[src/rtl/scpf_pkg.sv]
`timescale 1ns / 1ps
`default_nettype none
// ----------------------------------------------------------------------------
// scpf_pkg
// shared types and constants of the set-associative fifo cache with prefetch
// ----------------------------------------------------------------------------
package scpf_pkg;

    localparam int ADDR_BITS = 48;
    localparam int CNT_W     = 32;
    localparam int PADDR_W   = 4;
    localparam int PDATA_W   = 32;

    // register indexes, taken from paddr[3:2]
    localparam logic [1:0] REG_SET_COUNT_LOG2  = 2'd0;
    localparam logic [1:0] REG_BLOCK_SIZE_LOG2 = 2'd1;
    localparam logic [1:0] REG_WAYS_IN_USE     = 2'd2;
    localparam logic [1:0] REG_PREFETCH_ENABLE = 2'd3;

    localparam logic OP_READ  = 1'b0;
    localparam logic OP_WRITE = 1'b1;

    typedef struct packed {
        logic [3:0] set_count_log2;
        logic [3:0] block_size_log2;
        logic [3:0] ways_in_use;
        logic       prefetch_enable;
    } t_cfg;

    typedef struct packed {
        logic                 opcode;
        logic [ADDR_BITS-1:0] address;
    } t_in_item;

    typedef struct packed {
        logic             hit;
        logic [1:0]       reads_caused;
        logic             write_caused;
        logic [CNT_W-1:0] total_hits;
        logic [CNT_W-1:0] total_misses;
        logic [CNT_W-1:0] total_reads;
        logic [CNT_W-1:0] total_writes;
    } t_out_item;

endpackage
`default_nettype wire

[src/rtl/scpf_cfg.sv]
`timescale 1ns / 1ps
`default_nettype none
// ----------------------------------------------------------------------------
// scpf_cfg
// apb register bank holding the cache geometry and prefetch enable
// ----------------------------------------------------------------------------
module scpf_cfg (
    input  wire logic                           i_clk,
    input  wire logic                           i_rst_n,
    input  wire logic                           psel,
    input  wire logic                           penable,
    input  wire logic                           pwrite,
    input  wire logic [scpf_pkg::PADDR_W-1:0]   paddr,
    input  wire logic [scpf_pkg::PDATA_W-1:0]   pwdata,
    output logic      [scpf_pkg::PDATA_W-1:0]   prdata,
    output logic                                pready,
    output scpf_pkg::t_cfg                      o_cfg
);
    import scpf_pkg::*;

    t_cfg       r_cfg;
    logic [1:0] reg_idx;
    logic       wr_en;

    assign reg_idx = paddr[3:2];
    assign pready  = 1'b1;
    assign wr_en   = psel && penable && pwrite && pready;
    assign o_cfg   = r_cfg;

    always_ff @(posedge i_clk) begin
        if (!i_rst_n) begin
            r_cfg.set_count_log2  <= 4'd0;
            r_cfg.block_size_log2 <= 4'd4;
            r_cfg.ways_in_use     <= 4'd1;
            r_cfg.prefetch_enable <= 1'b0;
        end else if (wr_en) begin
            case (reg_idx)
                REG_SET_COUNT_LOG2:  r_cfg.set_count_log2  <= pwdata[3:0];
                REG_BLOCK_SIZE_LOG2: r_cfg.block_size_log2 <= pwdata[3:0];
                REG_WAYS_IN_USE:     r_cfg.ways_in_use     <= pwdata[3:0];
                REG_PREFETCH_ENABLE: r_cfg.prefetch_enable <= pwdata[0];
                default: ;
            endcase
        end
    end

    always_comb begin
        case (reg_idx)
            REG_SET_COUNT_LOG2:  prdata = PDATA_W'(r_cfg.set_count_log2);
            REG_BLOCK_SIZE_LOG2: prdata = PDATA_W'(r_cfg.block_size_log2);
            REG_WAYS_IN_USE:     prdata = PDATA_W'(r_cfg.ways_in_use);
            REG_PREFETCH_ENABLE: prdata = PDATA_W'(r_cfg.prefetch_enable);
            default:             prdata = '0;
        endcase
    end

endmodule
`default_nettype wire

[config.mk]
export PLATFORM = sky130hd
export DESIGN_NAME = scpf_cfg
export DESIGN_NICKNAME = d
export VERILOG_FILES = /design/src/rtl/scpf_pkg.sv /design/src/rtl/scpf_cfg.sv
export SDC_FILE = /design/constraint.sdc
export NUM_CORES = 1
export LEC_CHECK = 0
export BUFFER_PORTS_ARGS = -buffer_cell sky130_fd_sc_hd__buf_4
export CAP_MARGIN = 20
export CORE_MARGIN = 4
export CORE_UTILIZATION = 32
export DETAILED_ROUTE_END_ITERATION = 16
export PLACE_DENSITY_LB_ADDON = 0.08
export SYNTH_ARGS = -nofsm -noshare
export SYNTH_HDL_FRONTEND = slang
export SYNTH_SLANG_ARGS = --single-unit
[constraint.sdc]
create_clock -name i_clk -period 0.85 [get_ports i_clk]
set_input_delay 0.085 -clock i_clk [delete_from_list [all_inputs] [get_ports i_clk]]
set_output_delay 0.085 -clock i_clk [all_outputs]
set_load 0.01 [all_outputs]
* Word level (Yosys, flattened, before mapping)
Index checks and enable logic that the tools add are counted.
Operators by class: equal/unequal tests 3, mux-type cells 1, reduce and logical (&&, ||, !) cells 7
Operator list (number):
- $pmux 32 s4 | 1
- $reduce_and 2->1 | 4
- $eq 2x2->1 const B | 2
- $eq 2x1->1 const B | 1
- $logic_and 1x1->1 | 2
- $logic_not 2->1 | 1
Word-level totals: register bits after elaboration 13, output and inout bits 46, logic and storage cells 15

* Logic depth before layout (Yosys ltp)
Gate-level depths: netlist (run 1).
word-level depth 3, gate-level depth with buffers 5, gate-level depth less buffers 3

* Worst setup path before layout (run 1)
No wires, ideal clock.
kind reg2out, from register r_cfg, in the netlist o_cfg[0], to output prdata[0] in the netlist's numbering, arrival 0.829 ns, data required time 0.765 ns, path slack -0.064 ns, stages on the path, launching flop included 2, cells stage by stage dfxtp_1 mux4_2
Between the ends: word-level cells in the longest chain between the ends 1
RTL lines:
- start: declaration | RTL line scpf_cfg.sv:21 | t_cfg r_cfg;
- $pmux 32 s4 | RTL line scpf_cfg.sv:48 | case (reg_idx)
- end: declaration | RTL line scpf_cfg.sv:15 | output logic [scpf_pkg::PDATA_W-1:0] prdata,
No other way between the ends. The select of a mux whose other input is x is not followed.

* Final worst setup path (run 1)
Ends and elaborated chain as after synthesis.

==> flow_summary.toml, run 1 <==
[global_route]
grt_pass1_vias = 707
grt_pass1_wl_um = 3000
grtUsageTotal_pct = 11.3
antenna_found_initial = 0
grt_max_degree = 19
grt_overflow_total = 0

[critical_path]
critPathCaptureType = "primary output"
cp_max_fo = 2
cp.arrival_ns = 1.21
reg2reg_depth = 5
regToRegStartpoint = "o_cfg[0]"
cp-start-kind = "register"
worstSetupPathType = "register to primary output"
reg2reg_slack_ns = -0.09
r2r_end = "o_cfg[0]"
critPathRequiredTime_ns = 0.76

[sta]
rsz0062_at_grt = "yes"
timing.fmax_mhz = 775
fin_ws_ns = -0.441
fin_crit_sh_pct = 152
setup_violations = 15
finalHoldViolations = 0
finalClockSkew_ns = 0
maxSlewViolCount = 0
fin_tns_setup_ns = -2.03
min_period_ns = 1.29

[power]
powerDensity_nw_per_um2 = 1010
p_leak_nw = 0.612
max-vdd-ir-drop_uv = 974

[final_layout]
antenna_cells = 0
largest_reg_flops = 13
fin_util_pct = 49.3
drive_above_1_share_pct = 49.3
syn_to_final_growth_pct = 40.8
multiInputGateArea_um2 = 470
regArea_um2 = 277
instances_no_fill = 174
fillerInstances = 244
nets = 186

[die]
core_um2 = 2570
rows = 18
dieArea_um2 = 3720
ios = 87
die_h_um = 61.0
start_util_pct = 35.0
fp.dieW_um = 61.0

[place]
hpwlAfterDp_um = 1520
place_congestion = 0.763
dp.cells = 166
port_buffers = 27
pre_cts_ws_ns = -0.150

[clock_network]
clk_latency_ns = 0.28
clk_pin_slew_ns = 0.08
cts_buffers = 3
h-tree-depth = 1
cts_buffer_depth = 2
root_buffer = "clkbuf_4"
cts_tree = "done"
cts_hold_buffers = 0
cts.sinks = 13

[synth]
synth_area_um2 = 898
ys_seq_area_share_pct = 29.0
netlist_instances = 99
ys_types = 22
ys_ff_latch = 13
syn_area_per_cell_um2 = 9.07
synth_warnings = 0

[drt]
drt-wirelength-per-cell_um = 11.5
vias_per_cell = 4.20
antenna_left = 0
drt_iter0_markers = 2
route.detailed.drc = 0
drt-pass1-iter-count = 4
via_count = 730
routed_wl_um = 2000

[flow_run]
max_cap_violations = 0

[hold_path]
min_path_type = "input port to register"
worstHoldPathCells = 3
hold_start = "pwdata[0]"
holdPathEnd = "o_cfg[1]"

[run_status]
violations = "negative setup slack"
status = "finished with violations"
## metal layers
metal	global-route usage, %	up-vias	share of wire [%]
met3	5.53	4	9.1
met2	18.8	31	50
met4	4.64	0	1.0
li1	-	359	-
met5	0	-	0
met1	12.1	336	40
## power by group
| part | total, W | internal, W | leakage, nW | switching [W] |
|---|---|---|---|---|
| Combinational | 0.000265 | 0.000117 | 0.488 | 0.000149 |
| Sequential | 0.000624 | 0.000618 | 0.110 | 0.00000580 |
| Clock | 0.000391 | 0.000182 | 0.0150 | 0.000209 |
| Total | 0.00128 | 0.000917 | 0.612 | 0.000364 |
## synthesized netlist by cell type, drive strengths merged
master,count,area share (%)
and2,1,0.98
dfxtp,13,29
mux4,1,2.5
nor2b,3,2.9
o31ai,1,0.84
nand3b,1,0.84
nand3,2,1.1
o21ai,3,1.7
mux2i,14,16
nand2,18,7.5
nor3b,1,1.4
o211ai,2,2.2
buf,34,30
nor3,1,1.8
and3,1,0.84
inv,1,0.42
conb,2,0.84
## kinds of logic after synthesis
| family | count (synthesis) | synth area share [%] |
|---|---|---|
| simple gates | 28 | 17.4 |
| mux | 15 | 18.1 |
| flops | 13 | 29.0 |
| other cells | 2 | 0.836 |
| buf+inv | 35 | 29.9 |
| compound gates | 6 | 4.74 |
## area by class of cell
class	count	area share, %
inverter	1	0.297
sequential	13	21.9
clock buffer	4	2.08
timing repair buffer	48	35.6
tap	30	2.97
multi-input combinational	78	37.2
## worst max-delay path by stage
| stage | start | end | cells past startpoint |
|---|---|---|---|
| finish | o_cfg[0] | prdata[0] | 2 |
| global route | o_cfg[0] | prdata[0] | 2 |
| CTS | o_cfg[1] | prdata[0] | 2 |
| detailed placement | paddr[2] | prdata[0] | 3 |
| global placement | paddr[2] | prdata[0] | 3 |
| floorplan | o_cfg[0] | prdata[0] | 1 |
## layout by cell type, fill, tap and decap left out
| cell | netlist | layout |
|---|---|---|
| nor3_4 | 1 | 1 |
| o21ai_1 | 0 | 3 |
| o211ai_1 | 1 | 1 |
| clkbuf_4 | 0 | 3 |
| conb_1 | 2 | 29 |
| inv_1 | 1 | 1 |
| nor2b_1 | 2 | 2 |
| mux4_2 | 1 | 1 |
| nand3_1 | 2 | 2 |
| and2_4 | 1 | 1 |
| buf_6 | 2 | 24 |
| o31ai_1 | 1 | 1 |
| nor3b_2 | 1 | 1 |
| and3_2 | 1 | 1 |
| nand3b_1 | 1 | 1 |
| dfxtp_2 | 0 | 13 |
| mux2i_1 | 14 | 14 |
| o211ai_2 | 1 | 1 |
| buf_4 | 29 | 24 |
| clkbuf_1 | 0 | 1 |
| nand2_1 | 18 | 18 |
| nor2b_4 | 1 | 1 |
## critical path, cell delays in order, from the launching register on
cell and delay, ns:
dfxtp_2 0.32, mux4_2 0.46, buf_6 0.14
## what timing repair did
item,CTS,global route
pin swaps,1,1
resized for setup,36,5
buffers inserted,4,5
setup endpoints to repair,17,18
hold endpoints to repair,0,0
## per-stage QoR
stage / power [W] / hold slack [ns] / instance area, µm²
2_1_floorplan: 0.000892 / 0.244 / 1000
6_report: 0.00128 / 0.0585 / 1260
5_1_grt: 0.00135 / 0.0582 / 1260
3_5_place_dp: 0.000881 / 0.357 / 1100
4_1_cts: 0.00129 / 0.0542 / 1240
3_3_place_gp: 0.000882 / 0.354 / 1100
Power figures use the tool's default switching activity.
==> run 2: changes to the inputs <==
==> constraint.sdc (replaced) <==
create_clock -name i_clk -period 0.85 [get_ports i_clk]
set_input_delay 0.0425 -clock i_clk [delete_from_list [all_inputs] [get_ports i_clk]]
set_output_delay 0.0425 -clock i_clk [all_outputs]
set_load 0.01 [all_outputs]
==> run 2 against run 1 <==
Net effect: final cell count is 0.57% higher; the run still ends with negative setup slack left; largest cell class unchanged; critical path type unchanged; routed wire length is 1.3% lower; fmax is 4.7% higher.
==> flow_summary.toml, run 2 (synthesized netlist as in run 1, its figures left out) <==
[drt]
antenna_left = 0
drt-pass1-iter-count = 4
vias_per_cell = 4.09
route.detailed.drc = 0
drt_iter0_markers = 12
via_count = 715
drt-wirelength-per-cell_um = 11.3
routed_wl_um = 1980

[hold_path]
min_path_type = "input port to register"

[clock_network]
cts_buffers = 3
cts.sinks = 13
root_buffer = "clkbuf_4"
clk_latency_ns = 0.27
cts_tree = "done"
cts_buffer_depth = 2
h-tree-depth = 1
clk_pin_slew_ns = 0.09
cts_hold_buffers = 0

[final_layout]
antenna_cells = 0
largest_reg_flops = 13
final_common_cell = "buf_4"
syn_to_final_growth_pct = 38.2
fillerInstances = 254
instances_no_fill = 175
nets = 187
drive_above_1_share_pct = 49.0
fin_util_pct = 48.3
mostFrequentLayoutCells = "buf_4 (33), conb_1 (29), nand2_1 (18), buf_6 (16), mux2i_1 (14)"
multiInputGateArea_um2 = 470
regArea_um2 = 275

[critical_path]
cp-endpoint = "prdata[0]"
regToRegStartpoint = "o_cfg[0]"
reg2reg_slack_ns = 0
cp_max_fo = 2
critPathCaptureType = "primary output"
r2r_end = "o_cfg[0]"
worstSetupPathType = "register to primary output"
reg2reg_depth = 4
cp.arrival_ns = 1.19
cp-startpoint = "o_cfg[0]"
critPathRequiredTime_ns = 0.81
cp-start-kind = "register"

[place]
place_congestion = 0.761
port_buffers = 27
pre_cts_ws_ns = -0.0894
hpwlAfterDp_um = 1550
dp.cells = 164

[sta]
setup_violations = 13
timing.fmax_mhz = 811
maxSlewViolCount = 0
finalClockSkew_ns = 0
min_period_ns = 1.23
rsz0062_at_grt = "yes"
fin_ws_ns = -0.382
finalHoldViolations = 0
hold-worst-slack_ns = 0.0286
fin_crit_sh_pct = 145

[global_route]
grt_max_degree = 19
antenna_found_initial = 0
grt_overflow_total = 0
grt_pass1_wl_um = 3040
grt_pass1_vias = 701
grtUsageTotal_pct = 11.2

[power]
p_leak_nw = 0.610
powerDensity_nw_per_um2 = 1040
power_w = 0.00129
max-vdd-ir-drop_uv = 636

[flow_run]
max_cap_violations = 0

[die]
fp.dieW_um = 61.0
ios = 87
die_h_um = 61.0
rows = 18
dieArea_um2 = 3720
start_util_pct = 35.0
core_um2 = 2570

[run_status]
status = "finished with violations"
violations = "negative setup slack"
==> run 2: final cells by class <==
cell class,instances,area share [%]
timing repair buffer,49,34.5
tap,30,3.02
clock buffer,4,2.12
multi-input combinational,78,37.9
inverter,1,0.302
sequential,13,22.2
==> run 2: worst max-delay path: stages, from the launching register on <==
cell,delay (ns)
dfxtp_2,0.32
mux4_2,0.46
buf_6,0.14
==> run 2: worst min-delay path by stage <==
stage | start | to | slack, ns | depth (start not counted)
final | pwdata[2] | o_cfg[7] | 0.03 | 3
after global routing | i_rst_n | o_cfg[1] | 0.06 | 2
after CTS | pwdata[0] | o_cfg[1] | 0.02 | 3
after detailed placement | pwdata[0] | o_cfg[1] | 0.31 | 3
after global placement | pwdata[2] | o_cfg[7] | 0.31 | 3
after floorplan | pwdata[0] | o_cfg[1] | 0.20 | 2
==> run 2: metal layers <==
layer,global-route usage [%],up-vias,part of all wire [%]
met5,0,-,0
met4,5.57,0,0.51
met3,3.40,2,8.9
met2,19.2,29,51
met1,12.4,327,40
li1,-,357,-
==> run 2: timing repair <==
action                     CTS  global route
setup buffers                7             1
setup endpoints to repair    9            15
resized for setup           29             1
==> run 2: stage by stage <==
step	setup TNS, ns	cell area, µm²
floorplan	-0.00873	1000
global placement	-0.169	1090
detailed placement	-0.241	1090
CTS	-1.35	1240
global route	-1.49	1240
finish	-0.973	1240
==> run 2: where the power goes <==
part | total, W | internal [W] | switching [W]
combinational | 0.000272 | 0.000122 | 0.000150
sequential | 0.000623 | 0.000618 | 0.00000536
clock | 0.000391 | 0.000182 | 0.000209
==> run 3: changes to the inputs <==
--- a/config.mk
+++ b/config.mk
@@ -8,9 +8,10 @@
 export BUFFER_PORTS_ARGS = -buffer_cell sky130_fd_sc_hd__buf_4
 export CAP_MARGIN = 20
 export CORE_MARGIN = 4
-export CORE_UTILIZATION = 32
+export CORE_UTILIZATION = 36
 export DETAILED_ROUTE_END_ITERATION = 16
 export PLACE_DENSITY_LB_ADDON = 0.08
+export SKIP_CTS_REPAIR_TIMING = 1
 export SYNTH_ARGS = -nofsm -noshare
 export SYNTH_HDL_FRONTEND = slang
 export SYNTH_SLANG_ARGS = --single-unit
==> constraint.sdc (replaced) <==
create_clock -name i_clk -period 1.2 [get_ports i_clk]
set_input_delay 0.06 -clock i_clk [delete_from_list [all_inputs] [get_ports i_clk]]
set_output_delay 0.06 -clock i_clk [all_outputs]
set_load 0.01 [all_outputs]
==> run 3 against run 2 <==
Net effect: the run still ends with negative setup slack left; die area down 9.7%; sequential share of layout area up 3.9 points; via count down 9.9%; critical path type unchanged.
==> flow_summary.toml, run 3 (synthesized netlist as in run 1, its figures left out) <==
[run_status]
status = "finished with violations"
violations = "negative setup slack"

[critical_path]
critPathCaptureType = "primary output"
cp_max_fo = 3
worstPathCellList = "mux4_2 > buf_6"
reg2reg_slack_ns = 0.46
regToRegStartpoint = "o_cfg[0]"
critPathRequiredTime_ns = 1.14
cpPeakStageDelay_ns = 0.46
worstSetupPathType = "register to primary output"
reg2reg_depth = 3
r2r_end = "o_cfg[0]"
cp-start-kind = "register"
cp.arrival_ns = 1.20
cp_slowest_cell = "mux4_2"

[power]
power_w = 0.000864
max-vdd-ir-drop_uv = 721
powerDensity_nw_per_um2 = 852
p_leak_nw = 0.486
switching_power_w = 0.000239
power_frac_seq_pct = 51.1
combinationalPowerShare_pct = 18.1
p_int_w = 0.000624
p_clk_share_pct = 30.7
switching_share_pct = 27.7

[clock_network]
cts_buffers = 3
clk_pin_slew_ns = 0.07
cts.sinks = 13
cts_buffer_depth = 2
clk_latency_ns = 0.27
root_buffer = "clkbuf_4"
cts_tree = "done"
h-tree-depth = 1

[place]
placed_area_um2 = 972
place_congestion = 0.739
hpwlAfterDp_um = 1400
port_buffers = 27

[sta]
finalHoldViolations = 0
rsz0062_at_grt = "yes"
maxSlewViolCount = 0
timing.fmax_mhz = 795
min_period_ns = 1.26
finalClockSkew_ns = 0
fin_ws_ns = -0.0581
fin_crit_sh_pct = 105
setup_violations = 1

[final_layout]
final_common_cell = "conb_1"
antenna_cells = 0
syn_to_final_growth_pct = 12.8
nets = 166
final_design_area_no_fill_um2 = 1010
multiInputGateArea_um2 = 470
drive_above_1_share_pct = 33.1
largest_reg_flops = 13
regArea_um2 = 264
fillerInstances = 243
mostFrequentLayoutCells = "conb_1 (29), buf_4 (27), nand2_1 (18), mux2i_1 (14), dfxtp_1 (10)"

[die]
dieArea_um2 = 3360
fp.dieW_um = 58.0
core_um2 = 2300
start_util_pct = 39.1
ios = 87
rows = 17
die_h_um = 58.0

[drt]
drt-pass1-iter-count = 3
antenna_left = 0
drt-wirelength-per-cell_um = 11.6
routed_wl_um = 1770
route.detailed.drc = 0
vias_per_cell = 4.24
drt_iter0_markers = 11
via_count = 644

[global_route]
grtUsageTotal_pct = 10.6
grt_max_degree = 19
grt_pass1_wl_um = 2700
grt_overflow_total = 0
grt_pass1_vias = 586
antenna_found_initial = 0

[hold_path]
min_path_type = "input port to register"
worstHoldPathCells = 3
holdPathEnd = "o_cfg[1]"
hold_start = "pwdata[0]"

[flow_run]
max_cap_violations = 0
## run 3: per-layer routing
metal / share of wire, % / global-route usage (%)
met5: 0 / 0
met3: 10 / 4.90
met2: 49 / 18.4
met4: 0.79 / 1.99
met1: 40 / 11.9
## run 3: worst max-delay path, delay by kind of cell, from the launching register on
kind	cells	cell delay [ns]
muxes	1	0.46
DFF	1	0.33
buffers and inverters	1	0.14
## run 3: area by class of cell
cell class,count,area share [%]
clock buffer,4,2.59
inverter,1,0.370
tap,28,3.46
timing repair buffer,28,21.1
sequential,13,26.0
multi-input combinational,78,46.4
## run 3: worst max path at each step
stage,startpoint,endpoint,slack [ns],cells past startpoint
2_1_floorplan,o_cfg[0],prdata[0],0.31,1
3_3_place_gp,o_cfg[0],prdata[0],0.22,2
3_5_place_dp,o_cfg[0],prdata[0],0.21,2
4_1_cts,o_cfg[0],prdata[0],-0.09,2
5_1_grt,o_cfg[1],prdata[0],-0.09,2
6_report,o_cfg[9],prdata[0],-0.06,2
## run 3: power groups by stage
| stage | logic (W) | clock network (W) | registers, W |
|---|---|---|---|
| detailed placement | 0.000153 | 0 | 0.000452 |
| global route | 0.000173 | 0.000299 | 0.000442 |
| floorplan | 0.000178 | 0 | 0.000454 |
| global placement | 0.000153 | 0 | 0.000452 |
| finish | 0.000157 | 0.000265 | 0.000442 |
| CTS | 0.000154 | 0.000278 | 0.000442 |
## run 3: metrics by stage
step	TNS (ns)	hold WS [ns]	util, %	std cells	setup WS (ns)
6_report	-0.0581	0.0482	44.1	152	-0.0581
5_1_grt	-0.0938	0.0490	44.1	152	-0.0938
4_1_cts	-0.0901	0.0456	43.5	151	-0.0901
3_5_place_dp	0	0.331	42.3	147	0.214
3_3_place_gp	0	0.321	42.3	147	0.218
2_1_floorplan	0	0.219	-	126	0.311
